===== config.mk =====
export PLATFORM = sky130hd
export DESIGN_NAME = speed_adaptive_moving_average
export DESIGN_NICKNAME = d
export VERILOG_FILES = /design/src/sama_pkg.sv /design/src/sama_hist.sv /design/src/sama_div.sv /design/src/speed_adaptive_moving_average.sv
export VERILOG_INCLUDE_DIRS = /design/src /design/src/src
export SDC_FILE = /design/constraint.sdc
export NUM_CORES = 1
export LEC_CHECK = 0
export BUFFER_PORTS_ARGS = -buffer_cell sky130_fd_sc_hd__buf_2
export CAP_MARGIN = 10
export CORE_AREA = 2 2 190 192
export DETAILED_ROUTE_END_ITERATION = 7
export DIE_AREA = 0 0 192 194
export PLACE_DENSITY = 0.75
export SLEW_MARGIN = 20
export SYNTH_ARGS = -nofsm -noshare
export SYNTH_HDL_FRONTEND = slang
export SYNTH_SLANG_ARGS = --single-unit
export TNS_END_PERCENT = 5

===== constraint.sdc =====
create_clock -name i_clk -period 7 [get_ports i_clk]
set_input_delay 0 -clock i_clk [delete_from_list [all_inputs] [get_ports i_clk]]
set_output_delay 0 -clock i_clk [all_outputs]
set_load 0.02 [all_outputs]

===== src/speed_adaptive_moving_average_defines.svh =====
// ----------------------------------------------------------------------------
// speed adaptive moving average - assertion macros
// concurrent assertion forms used by the top rtl file
// ----------------------------------------------------------------------------
`ifndef SPEED_ADAPTIVE_MOVING_AVERAGE_DEFINES_SVH
`define SPEED_ADAPTIVE_MOVING_AVERAGE_DEFINES_SVH

// same-cycle implication, checked out of reset
`define SAMA_ASSERT_NOW(name, clk, rst_n, ante, cons) \
    name: assert property (@(posedge clk) disable iff (!rst_n) (ante) |-> (cons)) \
        else $error("sama assertion failed");

// next-cycle implication, checked out of reset
`define SAMA_ASSERT_NEXT(name, clk, rst_n, ante, cons) \
    name: assert property (@(posedge clk) disable iff (!rst_n) (ante) |=> (cons)) \
        else $error("sama assertion failed");

`endif


===== src/sama_pkg.sv =====
// ----------------------------------------------------------------------------
// sama_pkg
// types, sizes and helpers for the speed adaptive moving average
// ----------------------------------------------------------------------------
`default_nettype none

package sama_pkg;

    // history geometry
    localparam int MAX_WINDOW  = 20;
    localparam int SAMPLE_BITS = 16;
    localparam int SPEED_BITS  = 16;

    // derived widths
    localparam int CNT_W  = $clog2(MAX_WINDOW + 1);
    localparam int PTR_W  = (MAX_WINDOW > 1) ? $clog2(MAX_WINDOW) : 1;
    localparam int SUM_W  = SAMPLE_BITS + CNT_W;
    localparam int MAG_W  = SUM_W - 1;
    localparam int ITER_W = $clog2(MAG_W + 1);

    // speed thresholds, q8.8 m/s
    localparam logic [SPEED_BITS-1:0] SPEED_ONE   = SPEED_BITS'(256);
    localparam logic [SPEED_BITS-1:0] SPEED_TWO   = SPEED_BITS'(512);
    localparam logic [SPEED_BITS-1:0] SPEED_THREE = SPEED_BITS'(768);

    // window lengths per speed band
    localparam int WIN_CRAWL  = 5;
    localparam int WIN_SLOW   = 10;
    localparam int WIN_MEDIUM = 15;
    localparam int WIN_FAST   = 20;

    // request payload
    typedef struct packed {
        logic signed [SAMPLE_BITS-1:0] angle_sample;
        logic        [SPEED_BITS-1:0]  vehicle_speed;
    } t_sama_in;

    // result payload
    typedef struct packed {
        logic signed [SAMPLE_BITS-1:0] filtered_angle;
        logic        [CNT_W-1:0]       samples_used;
    } t_sama_out;

    // divider request
    typedef struct packed {
        logic                    start;
        logic signed [SUM_W-1:0] dividend;
        logic [CNT_W-1:0]        divisor;
    } t_div_req;

    // divider status
    typedef struct packed {
        logic                          busy;
        logic signed [SAMPLE_BITS-1:0] quotient;
    } t_div_stat;

    // window length from speed, capped at history depth
    function automatic logic [CNT_W-1:0] pick_window(input logic [SPEED_BITS-1:0] speed);
        int w;
        if (speed < SPEED_ONE) begin
            w = WIN_CRAWL;
        end else if (speed <= SPEED_TWO) begin
            w = WIN_SLOW;
        end else if (speed <= SPEED_THREE) begin
            w = WIN_MEDIUM;
        end else begin
            w = WIN_FAST;
        end
        if (w > MAX_WINDOW) begin
            w = MAX_WINDOW;
        end
        return CNT_W'(w);
    endfunction

    // circular add of two values below the depth
    function automatic logic [PTR_W-1:0] wrap_add(input logic [CNT_W-1:0] a,
                                                  input logic [CNT_W-1:0] b);
        logic [CNT_W:0] s;
        s = {1'b0, a} + {1'b0, b};
        if (s >= (CNT_W + 1)'(MAX_WINDOW)) begin
            s = s - (CNT_W + 1)'(MAX_WINDOW);
        end
        return s[PTR_W-1:0];
    endfunction

endpackage

`default_nettype wire


===== src/sama_hist.sv =====
// ----------------------------------------------------------------------------
// sama_hist
// sample history memory, one write port and one registered read port
// ----------------------------------------------------------------------------
`default_nettype none

module sama_hist
    import sama_pkg::*;
(
    input  wire logic                          i_clk,
    input  wire logic                          i_we,
    input  wire logic [PTR_W-1:0]              i_waddr,
    input  wire logic signed [SAMPLE_BITS-1:0] i_wdata,
    input  wire logic [PTR_W-1:0]              i_raddr,
    output logic signed [SAMPLE_BITS-1:0]      o_rdata
);

    logic signed [SAMPLE_BITS-1:0] r_mem [MAX_WINDOW];
    logic signed [SAMPLE_BITS-1:0] r_rdata;

    // write port
    always_ff @(posedge i_clk) begin
        if (i_we) begin
            r_mem[i_waddr] <= i_wdata;
        end
    end

    // registered read port
    always_ff @(posedge i_clk) begin
        r_rdata <= r_mem[i_raddr];
    end

    assign o_rdata = r_rdata;

endmodule

`default_nettype wire


===== src/sama_div.sv =====
// ----------------------------------------------------------------------------
// sama_div
// serial restoring divider, signed sum over unsigned count, one bit a cycle
// ----------------------------------------------------------------------------
`default_nettype none

module sama_div
    import sama_pkg::*;
(
    input  wire logic      i_clk,
    input  wire logic      i_rst_n,
    input  wire t_div_req  i_req,
    output t_div_stat      o_stat
);

    logic              r_busy;
    logic [ITER_W-1:0] r_iter;
    logic [CNT_W-1:0]  r_rem;
    logic [MAG_W-1:0]  r_quo;
    logic [CNT_W-1:0]  r_den;
    logic              r_neg;

    logic [SUM_W-1:0]  abs_dvd;
    logic [CNT_W:0]    trial;
    logic [CNT_W:0]    diff;
    logic              ge;
    logic [MAG_W-1:0]  signed_quo;

    // magnitude of the dividend and one trial subtraction
    always_comb begin
        abs_dvd    = i_req.dividend[SUM_W-1] ? SUM_W'(-i_req.dividend)
                                             : SUM_W'(i_req.dividend);
        trial      = {r_rem, r_quo[MAG_W-1]};
        diff       = trial - {1'b0, r_den};
        ge         = (trial >= {1'b0, r_den});
        signed_quo = r_neg ? MAG_W'(-r_quo) : r_quo;
    end

    // control
    always_ff @(posedge i_clk) begin
        if (!i_rst_n) begin
            r_busy <= 1'b0;
            r_iter <= '0;
        end else if (i_req.start) begin
            r_busy <= 1'b1;
            r_iter <= ITER_W'(MAG_W);
        end else if (r_busy) begin
            r_iter <= r_iter - 1'b1;
            r_busy <= (r_iter != ITER_W'(1));
        end
    end

    // datapath
    always_ff @(posedge i_clk) begin
        if (i_req.start) begin
            r_neg <= i_req.dividend[SUM_W-1];
            r_quo <= abs_dvd[MAG_W-1:0];
            r_rem <= '0;
            r_den <= i_req.divisor;
        end else if (r_busy) begin
            r_rem <= ge ? diff[CNT_W-1:0] : trial[CNT_W-1:0];
            r_quo <= {r_quo[MAG_W-2:0], ge};
        end
    end

    assign o_stat.busy     = r_busy;
    assign o_stat.quotient = signed_quo[SAMPLE_BITS-1:0];

endmodule

`default_nettype wire


===== src/speed_adaptive_moving_average.sv =====
// ----------------------------------------------------------------------------
// speed_adaptive_moving_average
// mean of the newest angle samples over a window chosen by vehicle speed
// ----------------------------------------------------------------------------
//  channel   valid    ready    payload
//  request   i_valid  o_ready  i_data (t_sama_in)
//  result    o_valid  i_ready  o_data (t_sama_out)
//
//  one request passes through an accept step, one history read per held
//  sample through the single memory read port, the registered read, a
//  divider start, twenty quotient bits and an output load.
//  o_ready is high only while the sequencer is idle.
//  a finished result waits in the output register; a stalled result holds
//  the divider result until the register frees.
//  reset is synchronous, active low, and empties the history.
// ----------------------------------------------------------------------------
`default_nettype none

`include "speed_adaptive_moving_average_defines.svh"

module speed_adaptive_moving_average
    import sama_pkg::*;
(
    input  wire logic      i_clk,
    input  wire logic      i_rst_n,
    input  wire logic      i_valid,
    output logic           o_ready,
    input  wire t_sama_in  i_data,
    output logic           o_valid,
    input  wire logic      i_ready,
    output t_sama_out      o_data
);

    localparam logic [1:0] ST_IDLE = 2'd0;
    localparam logic [1:0] ST_READ = 2'd1;
    localparam logic [1:0] ST_DIV  = 2'd2;

    logic [1:0]                    r_state;
    logic [CNT_W-1:0]              r_held;
    logic [PTR_W-1:0]              r_oldest;
    logic [CNT_W-1:0]              r_idx;
    logic [PTR_W-1:0]              r_rptr;
    logic                          r_rd_vld;
    logic signed [SUM_W-1:0]       r_sum;
    logic                          r_out_valid;
    t_sama_out                     r_out;

    logic                          accept;
    logic [CNT_W-1:0]              win;
    logic [CNT_W-1:0]              keep;
    logic [CNT_W-1:0]              drop;
    logic [PTR_W-1:0]              n_oldest;
    logic [PTR_W-1:0]              slot;
    logic                          issue;
    logic                          read_done;
    logic                          load_out;
    logic signed [SAMPLE_BITS-1:0] rdata;
    t_div_req                      div_req;
    t_div_stat                     div_stat;

    // drop oldest samples until the new one fits the window
    always_comb begin
        accept   = i_valid && o_ready;
        win      = pick_window(i_data.vehicle_speed);
        keep     = (r_held >= win) ? win - 1'b1 : r_held;
        drop     = r_held - keep;
        n_oldest = wrap_add(CNT_W'(r_oldest), drop);
        slot     = wrap_add(CNT_W'(n_oldest), keep);
    end

    // read and finish conditions
    always_comb begin
        issue     = (r_state == ST_READ) && (r_idx != r_held);
        read_done = (r_state == ST_READ) && (r_idx == r_held) && !r_rd_vld;
        load_out  = (r_state == ST_DIV) && !div_stat.busy && (!r_out_valid || i_ready);
    end

    // history store
    sama_hist u_hist (
        .i_clk   (i_clk),
        .i_we    (accept),
        .i_waddr (slot),
        .i_wdata (i_data.angle_sample),
        .i_raddr (r_rptr),
        .o_rdata (rdata)
    );

    // divider request
    always_comb begin
        div_req.start    = read_done;
        div_req.dividend = r_sum;
        div_req.divisor  = r_held;
    end

    sama_div u_div (
        .i_clk   (i_clk),
        .i_rst_n (i_rst_n),
        .i_req   (div_req),
        .o_stat  (div_stat)
    );

    // sequencer and history bookkeeping
    always_ff @(posedge i_clk) begin
        if (!i_rst_n) begin
            r_state  <= ST_IDLE;
            r_held   <= '0;
            r_oldest <= '0;
            r_rd_vld <= 1'b0;
        end else begin
            r_rd_vld <= issue;
            case (r_state)
                ST_IDLE: begin
                    if (accept) begin
                        r_held   <= keep + 1'b1;
                        r_oldest <= n_oldest;
                        r_state  <= ST_READ;
                    end
                end
                ST_READ: begin
                    if (read_done) begin
                        r_state <= ST_DIV;
                    end
                end
                ST_DIV: begin
                    if (load_out) begin
                        r_state <= ST_IDLE;
                    end
                end
                default: begin
                    r_state <= ST_IDLE;
                end
            endcase
        end
    end

    // read walk and accumulation
    always_ff @(posedge i_clk) begin
        if (accept) begin
            r_idx  <= '0;
            r_rptr <= n_oldest;
            r_sum  <= '0;
        end else begin
            if (issue) begin
                r_idx  <= r_idx + 1'b1;
                r_rptr <= wrap_add(CNT_W'(r_rptr), CNT_W'(1));
            end
            if (r_rd_vld) begin
                r_sum <= r_sum + SUM_W'(rdata);
            end
        end
    end

    // output register
    always_ff @(posedge i_clk) begin
        if (!i_rst_n) begin
            r_out_valid <= 1'b0;
        end else if (load_out) begin
            r_out_valid <= 1'b1;
        end else if (i_ready) begin
            r_out_valid <= 1'b0;
        end
    end

    always_ff @(posedge i_clk) begin
        if (load_out) begin
            r_out.filtered_angle <= div_stat.quotient;
            r_out.samples_used   <= r_held;
        end
    end

    assign o_ready = (r_state == ST_IDLE);
    assign o_valid = r_out_valid;
    assign o_data  = r_out;

    // checks
    `SAMA_ASSERT_NOW(a_held_max, i_clk, i_rst_n, 1'b1, r_held <= CNT_W'(MAX_WINDOW))
    `SAMA_ASSERT_NEXT(a_accept_reads, i_clk, i_rst_n, accept, r_state == ST_READ)
    `SAMA_ASSERT_NOW(a_busy_holds, i_clk, i_rst_n, r_state != ST_IDLE, r_held != '0)
    `SAMA_ASSERT_NEXT(a_div_starts, i_clk, i_rst_n, read_done, div_stat.busy)

endmodule

`default_nettype wire


==> results of run 1 <==
[layout by cell type (no fill, tap or decap), types with 5 or more instances in the layout]
cell type,instances
edfxtp_1,372
nand2_1,116
o21ai_0,76
nor2_1,72
a21oi_1,69
mux2i_1,68
dfxtp_1,66
ha_1,59
buf_2,58
xnor2_1,48
mux4_2,48
clkbuf_16,47
xor2_1,36
inv_1,33
o221ai_1,32
buf_4,32
dlygate4sd3_1,21
mux2_2,19
nand3_1,16
a21o_1,14
nand2b_1,13
clkbuf_1,11
o21a_1,9
a211oi_1,9
a21oi_2,9
nor3_1,8
o31ai_1,8
clkinv_2,8
clkinv_1,7
nand3b_1,7
a21boi_0,7
buf_12,7
nor2b_1,6
o21ai_1,6
or4_1,6
or3_1,6
and2_1,6
buf_6,6
and3_1,5
fa_1,5
[sequential cells by signal, summed over array words and instances, names as in the netlist, 2 cells and up]
register	cells
u_hist.r_mem	320
o_data	21
r_sum	21
u_div.r_quo	20
u_hist.o_rdata	16
r_held	5
r_idx	5
r_oldest	5
r_rptr	5
u_div.r_den	5
u_div.r_iter	5
u_div.r_rem	5
r_state	2
[area by class of cell]
cell class / count / area [um^2] / area share
flip-flops and latches: 439 / 12510 / 0.5618
well taps: 461 / 576.8 / 0.02589
inverters: 34 / 127.6 / 0.005729
clock buffers: 61 / 1259 / 0.05651
repair buffers: 124 / 948.4 / 0.04258
clock inverters: 20 / 187.7 / 0.008426
multi-input cells: 837 / 6663 / 0.2991
[through the flow]
stage          setup TNS (ns)  setup slack (ns)  cell area [um^2]    util  total power, mW
2_1_floorplan          -81.40           -0.3432             19410       -            6.733
3_3_place_gp                0           0.07806             20520  0.5826            7.884
3_5_place_dp           -78.10           -0.3074             20520  0.5826            8.038
4_1_cts                     0            0.2471             22180  0.6296            10.42
5_1_grt                -1.920          -0.04177             22280  0.6324            11.10
6_report                    0            0.4471             22280  0.6324            10.53
[power breakdown]
group / leakage [nW] / switching, mW / total [mW] / internal [mW]
Sequential: 3.92 / 0.326 / 3.91 / 3.59
Combinational: 3.38 / 2.60 / 4.28 / 1.68
Clock: 0.710 / 0.966 / 2.34 / 1.37
Total: 8.00 / 3.89 / 10.5 / 6.64
[logic make-up after synthesis]
kind of cell,Yosys count
compound gates,262
fa+ha+maj,64
flops,439
xor+xnor,84
mux,135
buf+inv,91
simple gates,292
[worst max-delay path by stage]
| stage | startpoint | to | depth (start not counted) |
|---|---|---|---|
| 5_1_grt | i_data[4] | u_hist.r_mem[18][11] | 33 |
| 3_3_place_gp | i_data[4] | u_hist.r_mem[12][7] | 32 |
| 6_report | i_data[4] | u_hist.r_mem[17][10] | 33 |
| 4_1_cts | i_data[4] | u_hist.r_mem[5][7] | 32 |
| 2_1_floorplan | i_data[0] | u_hist.r_mem[16][0] | 32 |
| 3_5_place_dp | i_data[4] | u_hist.r_mem[5][7] | 32 |
[cell usage after synthesis, types with 2 or more instances]
master / n
nor3_1: 9
mux2i_1: 68
nor4_1: 3
xnor2_1: 48
o21bai_1: 2
and2_1: 6
nand2b_1: 14
buf_1: 15
or3_1: 6
o311ai_0: 2
xor2_1: 36
o21ai_0: 78
and4_1: 2
nor3b_1: 3
clkbuf_1: 42
a21oi_1: 78
a21o_1: 14
or4_1: 6
and3_1: 5
edfxtp_1: 372
o41ai_1: 3
ha_1: 59
o221ai_1: 32
o21ai_1: 5
nor2_1: 76
nor2b_1: 7
nand3_1: 17
nand2_1: 116
a31oi_1: 4
nand3b_1: 7
a32oi_1: 2
mux4_2: 48
dfxtp_1: 67
inv_1: 33
or2_2: 4
or3_4: 2
o31ai_1: 8
o21a_1: 9
fa_1: 5
nand4_1: 4
mux2_2: 19
a211oi_1: 9
a21boi_0: 7
[what timing repair did]
item | CTS | global route
endpoints found under the setup margin | 0 | 320
hold buffers | 21 | 0
endpoints found under the hold margin | 340 | 0
gates resized for setup | 0 | 23
[metal layers]
metal	track usage	vias up	routed length, um
met5	0	-	0
met4	0.05881	0	995
met3	0.03023	61	2751
met2	0.4053	433	21880
met1	0.3063	5840	17200
li1	-	5439	-
[critical path: cells and delay by family]
| kind | cells | cell delay (ns) |
|---|---|---|
| buffers and inverters | 6 | 0.72 |
| multiplexers | 1 | 0.39 |
| AO/OA/AOI/OAI | 10 | 1.70 |
| XOR/XNOR | 2 | 0.52 |
| AND/OR/NAND/NOR | 7 | 1.28 |
| adder cells (fa/ha/maj) | 7 | 2.16 |
==> metrics.cfg, run 1 <==
[finish]
antenna_cells=0
drive_gt1_frac=0.1776
area_growth_pct=14.77
finalNonFillerCells=1976
nets=1580
fillers=2515

[worst_setup_path]
rrSetupSlack_ns=0.63
cpMaxStageDelayCell=fa_1
r2r_start=r_held[2]
timing.rr.end=u_hist.r_mem[17][10]
reg2reg_depth=27
critPathRequiredTime_ns=7.23
cpPeakStageDelay_ns=0.49
crit_type=input port to register
critPathCaptureType=register
critPathLaunchType=input port
cpMostUsedCell=ha_1
cp_max_fo=16
cp.arrival_ns=6.79

[cts]
htreeDepth=2
cts_root_buffer=clkbuf_16
postCtsSetupRepairBufs=0
clock_latency_ns=0.55
cts.sinks=439
clkTransAtPathRegs_ns=0.06
cts_tree=yes
cts_buffers=44
cts_max_path_buffers=3

[placed_design]
hpwl_um=27020
routabilityCongestion=0.8401
port_buffers=58
dp_cells=1874

[detailed_routing]
dr.first_iter.drc_count=964
drt-wirelength-per-cell_um=21.68
dr.pass1.iters=5
drc=0
wirelength_um=42830
via_per_inst=5.958
vias=11773
ant_nets=0

[synthesis]
synth_xor_area_frac=0.03791
synthTopCellsByArea=edfxtp_1 (58%), dfxtp_1 (6.9%), mux4_2 (5.6%)
yosys.cell_types.count=58
synth-compound-area-share=0.08458
yosysSeqAreaShare=0.6447
synth_area_mm2=0.01941
ys_ff_latch=439
muxShareOfSynthArea=0.1018
ys.flop_type=edfxtp_1
synth_edf_count=372
yosys.area_share.simple=0.07027
yosysTopAreaCell=edfxtp_1
yosys.area.top_type_share=0.5756
yosysWarnings=0
synthAdderAreaFrac=0.04319
syn-mean-instance-area_um2=14.20
syn-num-nets=1467
async_flop_share=0
synth_top_family_by_area=multiplexers
postSynthCellCount=1367

[power]
power_leakage_nw=8.005
vdd_ir_drop_max_v=0.0002761
power.density_mw_per_mm2=472.6

[grt]
grt_usage=0.2316
grt_pass1_wl_um=65650
grt_pass1_vias=11680
antenna_found_initial=0
grt_max_degree=118
grt_overflow=0

[sta]
hold_violations=0
fmax_ghz=0.1526
finClkSkew_ns=0.01764
hold_ws_ns=0.2899
setup_viol=0
max_slew_margin=0.3148
period_minus_slack_ns=6.553
fin_crit_sh=0.9361
worst_pin_slew_ns=1.028
slew_violations=0

[job]
maxCapViolations=0

[floorplanning]
rows=69
die_h_um=194
initial_core_util=0.5510
die_w_um=192
core_mm2=0.03522
die-area_mm2=0.03725
ios=59

[worst_hold_path]
hold_path.startpoint=i_data[8]
hold_depth=6
hold_path_end=r_held[3]
hold_class=input port to register

[outcome]
status=finished clean

Power figures use the tool's default switching activity.
==> run 2, diff against run 1 <==
--- a/config.mk
+++ b/config.mk
@@ -8,10 +8,11 @@
 export LEC_CHECK = 0
 export BUFFER_PORTS_ARGS = -buffer_cell sky130_fd_sc_hd__buf_2
 export CAP_MARGIN = 10
-export CORE_AREA = 2 2 190 192
+export CORE_AREA = 2 2 186 188
+export CTS_BUF_LIST = sky130_fd_sc_hd__clkbuf_8
 export DETAILED_ROUTE_END_ITERATION = 7
-export DIE_AREA = 0 0 192 194
-export PLACE_DENSITY = 0.75
+export DIE_AREA = 0 0 188 190
+export PLACE_DENSITY = 0.78
 export SLEW_MARGIN = 20
 export SYNTH_ARGS = -nofsm -noshare
 export SYNTH_HDL_FRONTEND = slang
==> run 2 against run 1 <==
  * Sequential cell count unchanged
  * Final cell count up 2.6%
  * Sequential share of layout area up 0.18 points
  * Design area down 0.34%
  * Fmax down 0.82%
  * Setup slack worse by 0.054 ns
  * Hold slack worse by 0.10 ns
  * Utilization up 2.2 points
  * Power down 3.6%
  * Global-route usage up 0.39 points
  * Via count up 0.64%
  * Critical path type unchanged
  * Largest cell class unchanged
  * Highest routed layer is now met5
==> metrics.cfg, run 2 (synthesis gave the netlist of run 1 again) <==
[cts]
cts_root_buffer=clkbuf_8
clock_latency_ns=0.61
cts.sinks=439
clkTransAtPathRegs_ns=0.06
cts_max_path_buffers=3
cts_buffers=72
cts_tree=yes
htreeDepth=3

[finish]
antenna_cells=0
multi_input_area_mm2=0.006615
largest_reg_flops=320
area_growth_pct=14.38
fillers=2307
final_common_cell=edfxtp_1
design_area_mm2=0.02220
drive_gt1_frac=0.1818
seq_area_mm2=0.01251
nets=1614
final_cell_mix=edfxtp_1 (372), nand2_1 (116), o21ai_0 (77)
regMostFlops=u_hist.r_mem

[worst_setup_path]
critPathLaunchType=input port
crit_type=input port to register
crit_family=adder cells
cp.arrival_ns=6.91
critPathRequiredTime_ns=7.30
rrSetupSlack_ns=0.47
cpPeakStageDelay_ns=0.46
r2r_start=r_held[2]
reg2reg_depth=27
cp_max_fo=10
timing.rr.end=u_hist.r_mem[1][14]
path_buf_inv=6
critPathCaptureType=register
cpMaxStageDelayCell=fa_1
cpMostUsedCell=ha_1

[sta]
fin_crit_sh=0.9439
period_minus_slack_ns=6.607
max_slew_margin=0.2877
post-route-worst-setup-slack_ns=0.3928
slew_violations=0
hold_violations=0
tns_ns=0
fmax_ghz=0.1513
setup_viol=0
worst_pin_slew_ns=1.068
finClkSkew_ns=0.04300

[detailed_routing]
via_per_inst=5.842
ant_nets=0
dr.first_iter.drc_count=1070
wirelength_um=41170
drc=0
vias=11848
drt-wirelength-per-cell_um=20.30
dr.pass1.iters=6

[worst_hold_path]
hold_depth=6
hold_path_end=r_held[3]
hold_class=input port to register
hold_path.startpoint=i_data[8]

[floorplanning]
initial_core_util=0.5717
die_h_um=190
ios=59
die_w_um=188
rows=68
core_mm2=0.03395
die-area_mm2=0.03572

[power]
power_switching_mw=3.803
power_mw=10.15
power.density_mw_per_mm2=457.1
swShare=0.3748
p_seq_frac=0.385
p_int_mw=6.345
vdd_ir_drop_max_v=0.0003284
p_clk_frac=0.203
pwr-share-comb=0.412
power_leakage_nw=8.087

[placed_design]
routabilityCongestion=0.9179
place_area_mm2=0.02060
dp_slack_ns=-0.3810
port_buffers=58
hpwl_um=26860

[grt]
grt_overflow=0
grt_max_degree=118
grt_pass1_wl_um=63690
grt_usage=0.2356
antenna_found_initial=2
grt_pass1_vias=11629

[job]
maxCapViolations=0

[outcome]
status=finished clean

## run 2: worst reg2reg max path: stages, from the launching register on
cell and delay (ns):
dfxtp_1 0.31, ha_1 0.30, and3_1 0.18, o21ai_0 0.24, nand2_1 0.20, nor2_1 0.16, a21oi_2 0.06, ha_1 0.18
inv_1 0.08, fa_1 0.46, ha_1 0.29, a21o_1 0.15, a21oi_1 0.21, xor2_1 0.29, ha_1 0.24, a21oi_1 0.09
nor3_2 0.23, mux2_2 0.39, inv_1 0.06, ha_1 0.26, xnor2_1 0.22, inv_1 0.14, ha_1 0.24, nand2b_1 0.15
o21ai_1 0.22, a32oi_1 0.25, nor2_1 0.33, buf_4 0.27
## run 2: power by group through the flow
| stage | Combinational [mW] | Sequential [mW] | Clock, mW |
|---|---|---|---|
| after floorplan | 2.87 | 3.86 | 0 |
| after global placement | 3.96 | 3.92 | 0 |
| after detailed placement | 4.09 | 3.95 | 0 |
| after CTS | 4.12 | 3.91 | 2.10 |
| after global routing | 4.55 | 3.96 | 2.22 |
| final | 4.19 | 3.90 | 2.06 |
## run 2: final cells by class
type | instances | share of cell area
Clock buffer | 75 | 0.04650
Clock inverter | 58 | 0.01381
Inverter | 34 | 0.005749
Multi-Input combinational cell | 837 | 0.2980
Sequential cell | 439 | 0.5636
Tap cell | 455 | 0.02564
Timing Repair Buffer | 130 | 0.04672
## run 2: worst max-delay path by stage
stage               from                   to  slack (ns)  cells past startpoint
6_report       i_data[0]  u_hist.r_mem[1][14]        0.39                     33
5_1_grt        i_data[0]  u_hist.r_mem[16][4]       -0.05                     34
2_1_floorplan  i_data[0]  u_hist.r_mem[16][0]       -0.34                     32
3_5_place_dp   i_data[0]  u_hist.r_mem[1][15]       -0.38                     32
3_3_place_gp   i_data[0]  u_hist.r_mem[15][6]        0.11                     32
4_1_cts        i_data[0]  u_hist.r_mem[1][14]        0.24                     32
## run 2: stage by stage
step | utilization | hold slack, ns | cells
2_1_floorplan | - | 0.09887 | 1367
3_3_place_gp | 0.6070 | 0.3527 | 1872
3_5_place_dp | 0.6070 | 0.3556 | 1872
4_1_cts | 0.6526 | 0.1437 | 2026
5_1_grt | 0.6540 | 0.1944 | 2028
6_report | 0.6540 | 0.1860 | 2028
## run 2: per-layer routing
| layer | track usage | share of wire |
|---|---|---|
| met1 | 0.3005 | 0.40 |
| met2 | 0.3894 | 0.49 |
| met3 | 0.05663 | 0.078 |
| met4 | 0.09812 | 0.033 |
| met5 | 0 | 0.00029 |
## run 2: what timing repair did
item	CTS	global route
resized for setup	0	9
hold buffers	21	0
endpoints found under the setup margin	0	320
setup buffers	0	2
endpoints found under the hold margin	349	0
==> run 3, diff against run 2 <==
--- a/config.mk
+++ b/config.mk
@@ -8,11 +8,11 @@
 export LEC_CHECK = 0
 export BUFFER_PORTS_ARGS = -buffer_cell sky130_fd_sc_hd__buf_2
 export CAP_MARGIN = 10
-export CORE_AREA = 2 2 186 188
+export CORE_AREA = 2 2 170 206
 export CTS_BUF_LIST = sky130_fd_sc_hd__clkbuf_8
 export DETAILED_ROUTE_END_ITERATION = 7
-export DIE_AREA = 0 0 188 190
-export PLACE_DENSITY = 0.78
+export DIE_AREA = 0 0 172 208
+export PLACE_DENSITY = 0.77
 export SLEW_MARGIN = 20
 export SYNTH_ARGS = -nofsm -noshare
 export SYNTH_HDL_FRONTEND = slang
==> run 3 against run 2 <==
  * Hold slack better by 0.016 ns
  * Sequential share of layout area is 0.18 points lower
  * First-iteration DRC count is 22% lower
  * Clock-buffer cell count is 3 higher
  * Final cell count is 0.89% lower
  * Sequential cell count stayed put
  * Utilization is 0.69 points higher
  * Via count is 1.1% lower
  * Global-route usage is 0.53 points lower
  * Critical path type is now register to register
==> metrics.cfg, run 3 (synthesis gave the netlist of run 1 again) <==
[finish]
fillers=2396
antenna_cells=0
regMostFlops=u_hist.r_mem
final_cell_mix=edfxtp_1 (372), nand2_1 (116), clkbuf_8 (78)
area_growth_pct=14.76
final_common_cell=edfxtp_1
nets=1603
largest_reg_flops=320
drive_gt1_frac=0.1892

[detailed_routing]
wirelength_um=40520
dr.first_iter.drc_count=835
vias=11722
ant_nets=0
drc=0
dr.pass1.iters=4
via_per_inst=5.832
drt-wirelength-per-cell_um=20.16

[grt]
grt_overflow=0
grt_usage=0.2302
grt_max_degree=118
antenna_found_initial=0
grt_pass1_vias=11890
grt_pass1_wl_um=63010

[worst_setup_path]
critPathLaunchType=register
cp_max_fo=16
critPathRequiredTime_ns=7.29
cp.arrival_ns=6.89
rrSetupSlack_ns=0.41
crit_type=register to register
critPathCaptureType=register

[sta]
max_slew_margin=0.2836
period_minus_slack_ns=6.593
post-route-worst-setup-slack_ns=0.4069
fin_crit_sh=0.9419
hold_violations=0
rsz0062_at_grt=false
finClkSkew_ns=0.02394
slew_violations=0
setup_viol=0
fmax_ghz=0.1517
worst_pin_slew_ns=1.073

[cts]
clkTransAtPathRegs_ns=0.06
clock_latency_ns=0.61
cts.sinks=439
cts_tree=yes
postCtsSetupRepairBufs=0
cts_root_buffer=clkbuf_8
cts_buffers=70
htreeDepth=3
cts_max_path_buffers=3

[power]
p_int_mw=6.402
swShare=0.3741
p_clk_frac=0.200
power.density_mw_per_mm2=459.2
vdd_ir_drop_max_v=0.0003308
power_mw=10.23
power_leakage_nw=8.060
power_switching_mw=3.827
pwr-share-comb=0.418
p_seq_frac=0.383

[floorplanning]
die-area_mm2=0.03578
core_mm2=0.03370
initial_core_util=0.5759
die_h_um=208
rows=74
die_w_um=172
ios=59

[job]
maxCapViolations=0

[placed_design]
hpwl_um=26310
dp_slack_ns=-0.4441
port_buffers=58
routabilityCongestion=0.8412

[outcome]
status=finished clean

[worst_hold_path]
hold_class=input port to register

## run 3: cell types whose count changed in the layout (fill, tap and decap cells not counted), sizes merged
cell / change
buf: -9
clkinv: -5
clkinvlp: -2
inv: -6
clkbuf: +3
## run 3: worst paths after layout
check / start / end / cells after the start
min reg2reg: u_div.r_rem[4] / u_div.r_rem[4] / 2
min: i_data[8] / r_held[3] / 6
max reg2reg: r_held[4] / u_hist.r_mem[18][1] / 27
max: r_held[4] / u_hist.r_mem[18][1] / 27
## run 3: layer usage
metal / track usage / vias to the layer above / routed length (um)
met5: 0 / - / 0
met4: 0.07679 / 0 / 930
met3: 0.04090 / 70 / 1954
met2: 0.4128 / 338 / 21650
met1: 0.2791 / 5826 / 15990
li1: - / 5488 / -
## run 3: area by class of cell
cell class / instances / area (um^2) / area share
Tap cell: 456 / 570.5 / 0.02562
Multi-Input combinational cell: 837 / 6685 / 0.3001
Timing Repair Buffer: 121 / 1066 / 0.04786
Clock buffer: 78 / 1074 / 0.04820
Sequential cell: 439 / 12510 / 0.5618
Clock inverter: 45 / 237.7 / 0.01067
Inverter: 34 / 127.6 / 0.005730
## run 3: repair_timing
action	CTS	global route
setup endpoints to repair	0	320
resized for setup	0	15
endpoints found under the hold margin	340	0
hold buffers	21	0
## run 3: per-stage QoR
step	std cells	hold WS, ns	area (um^2)	util	setup TNS (ns)
after floorplan	1367	0.09887	19410	-	-81.40
after global placement	1866	0.3493	20680	0.6136	0
after detailed placement	1866	0.3658	20680	0.6136	-117.61
after CTS	2010	0.1882	22200	0.6587	0
after global routing	2010	0.2833	22270	0.6609	0
final	2010	0.2019	22270	0.6609	0
## run 3: critical path: stages, from the launching register on
cell and delay [ns]:
dfxtp_1 0.52, ha_1 0.31, and4_1 0.20, a21oi_1 0.19, nand2_1 0.15, a21oi_1 0.21
ha_1 0.18, inv_1 0.06, fa_1 0.49, ha_1 0.29, a21o_1 0.15, a21oi_1 0.23
xor2_1 0.28, ha_1 0.25, a21oi_1 0.08, nor3_2 0.23, mux2_2 0.39, inv_1 0.07
ha_1 0.26, xnor2_1 0.23, inv_1 0.16, ha_1 0.37, nor2_1 0.24, nand2_1 0.08
a21oi_1 0.12, a21oi_1 0.13, a21oi_2 0.25, buf_12 0.19
## run 3: power by group through the flow
stage          clock network [mW]  registers [mW]  logic, mW
6_report                     2.04            3.91       4.27
5_1_grt                      2.20            3.97       4.65
4_1_cts                      2.09            3.91       4.17
3_5_place_dp                    0            3.96       4.13
3_3_place_gp                    0            3.93       3.99
2_1_floorplan                   0            3.86       2.87
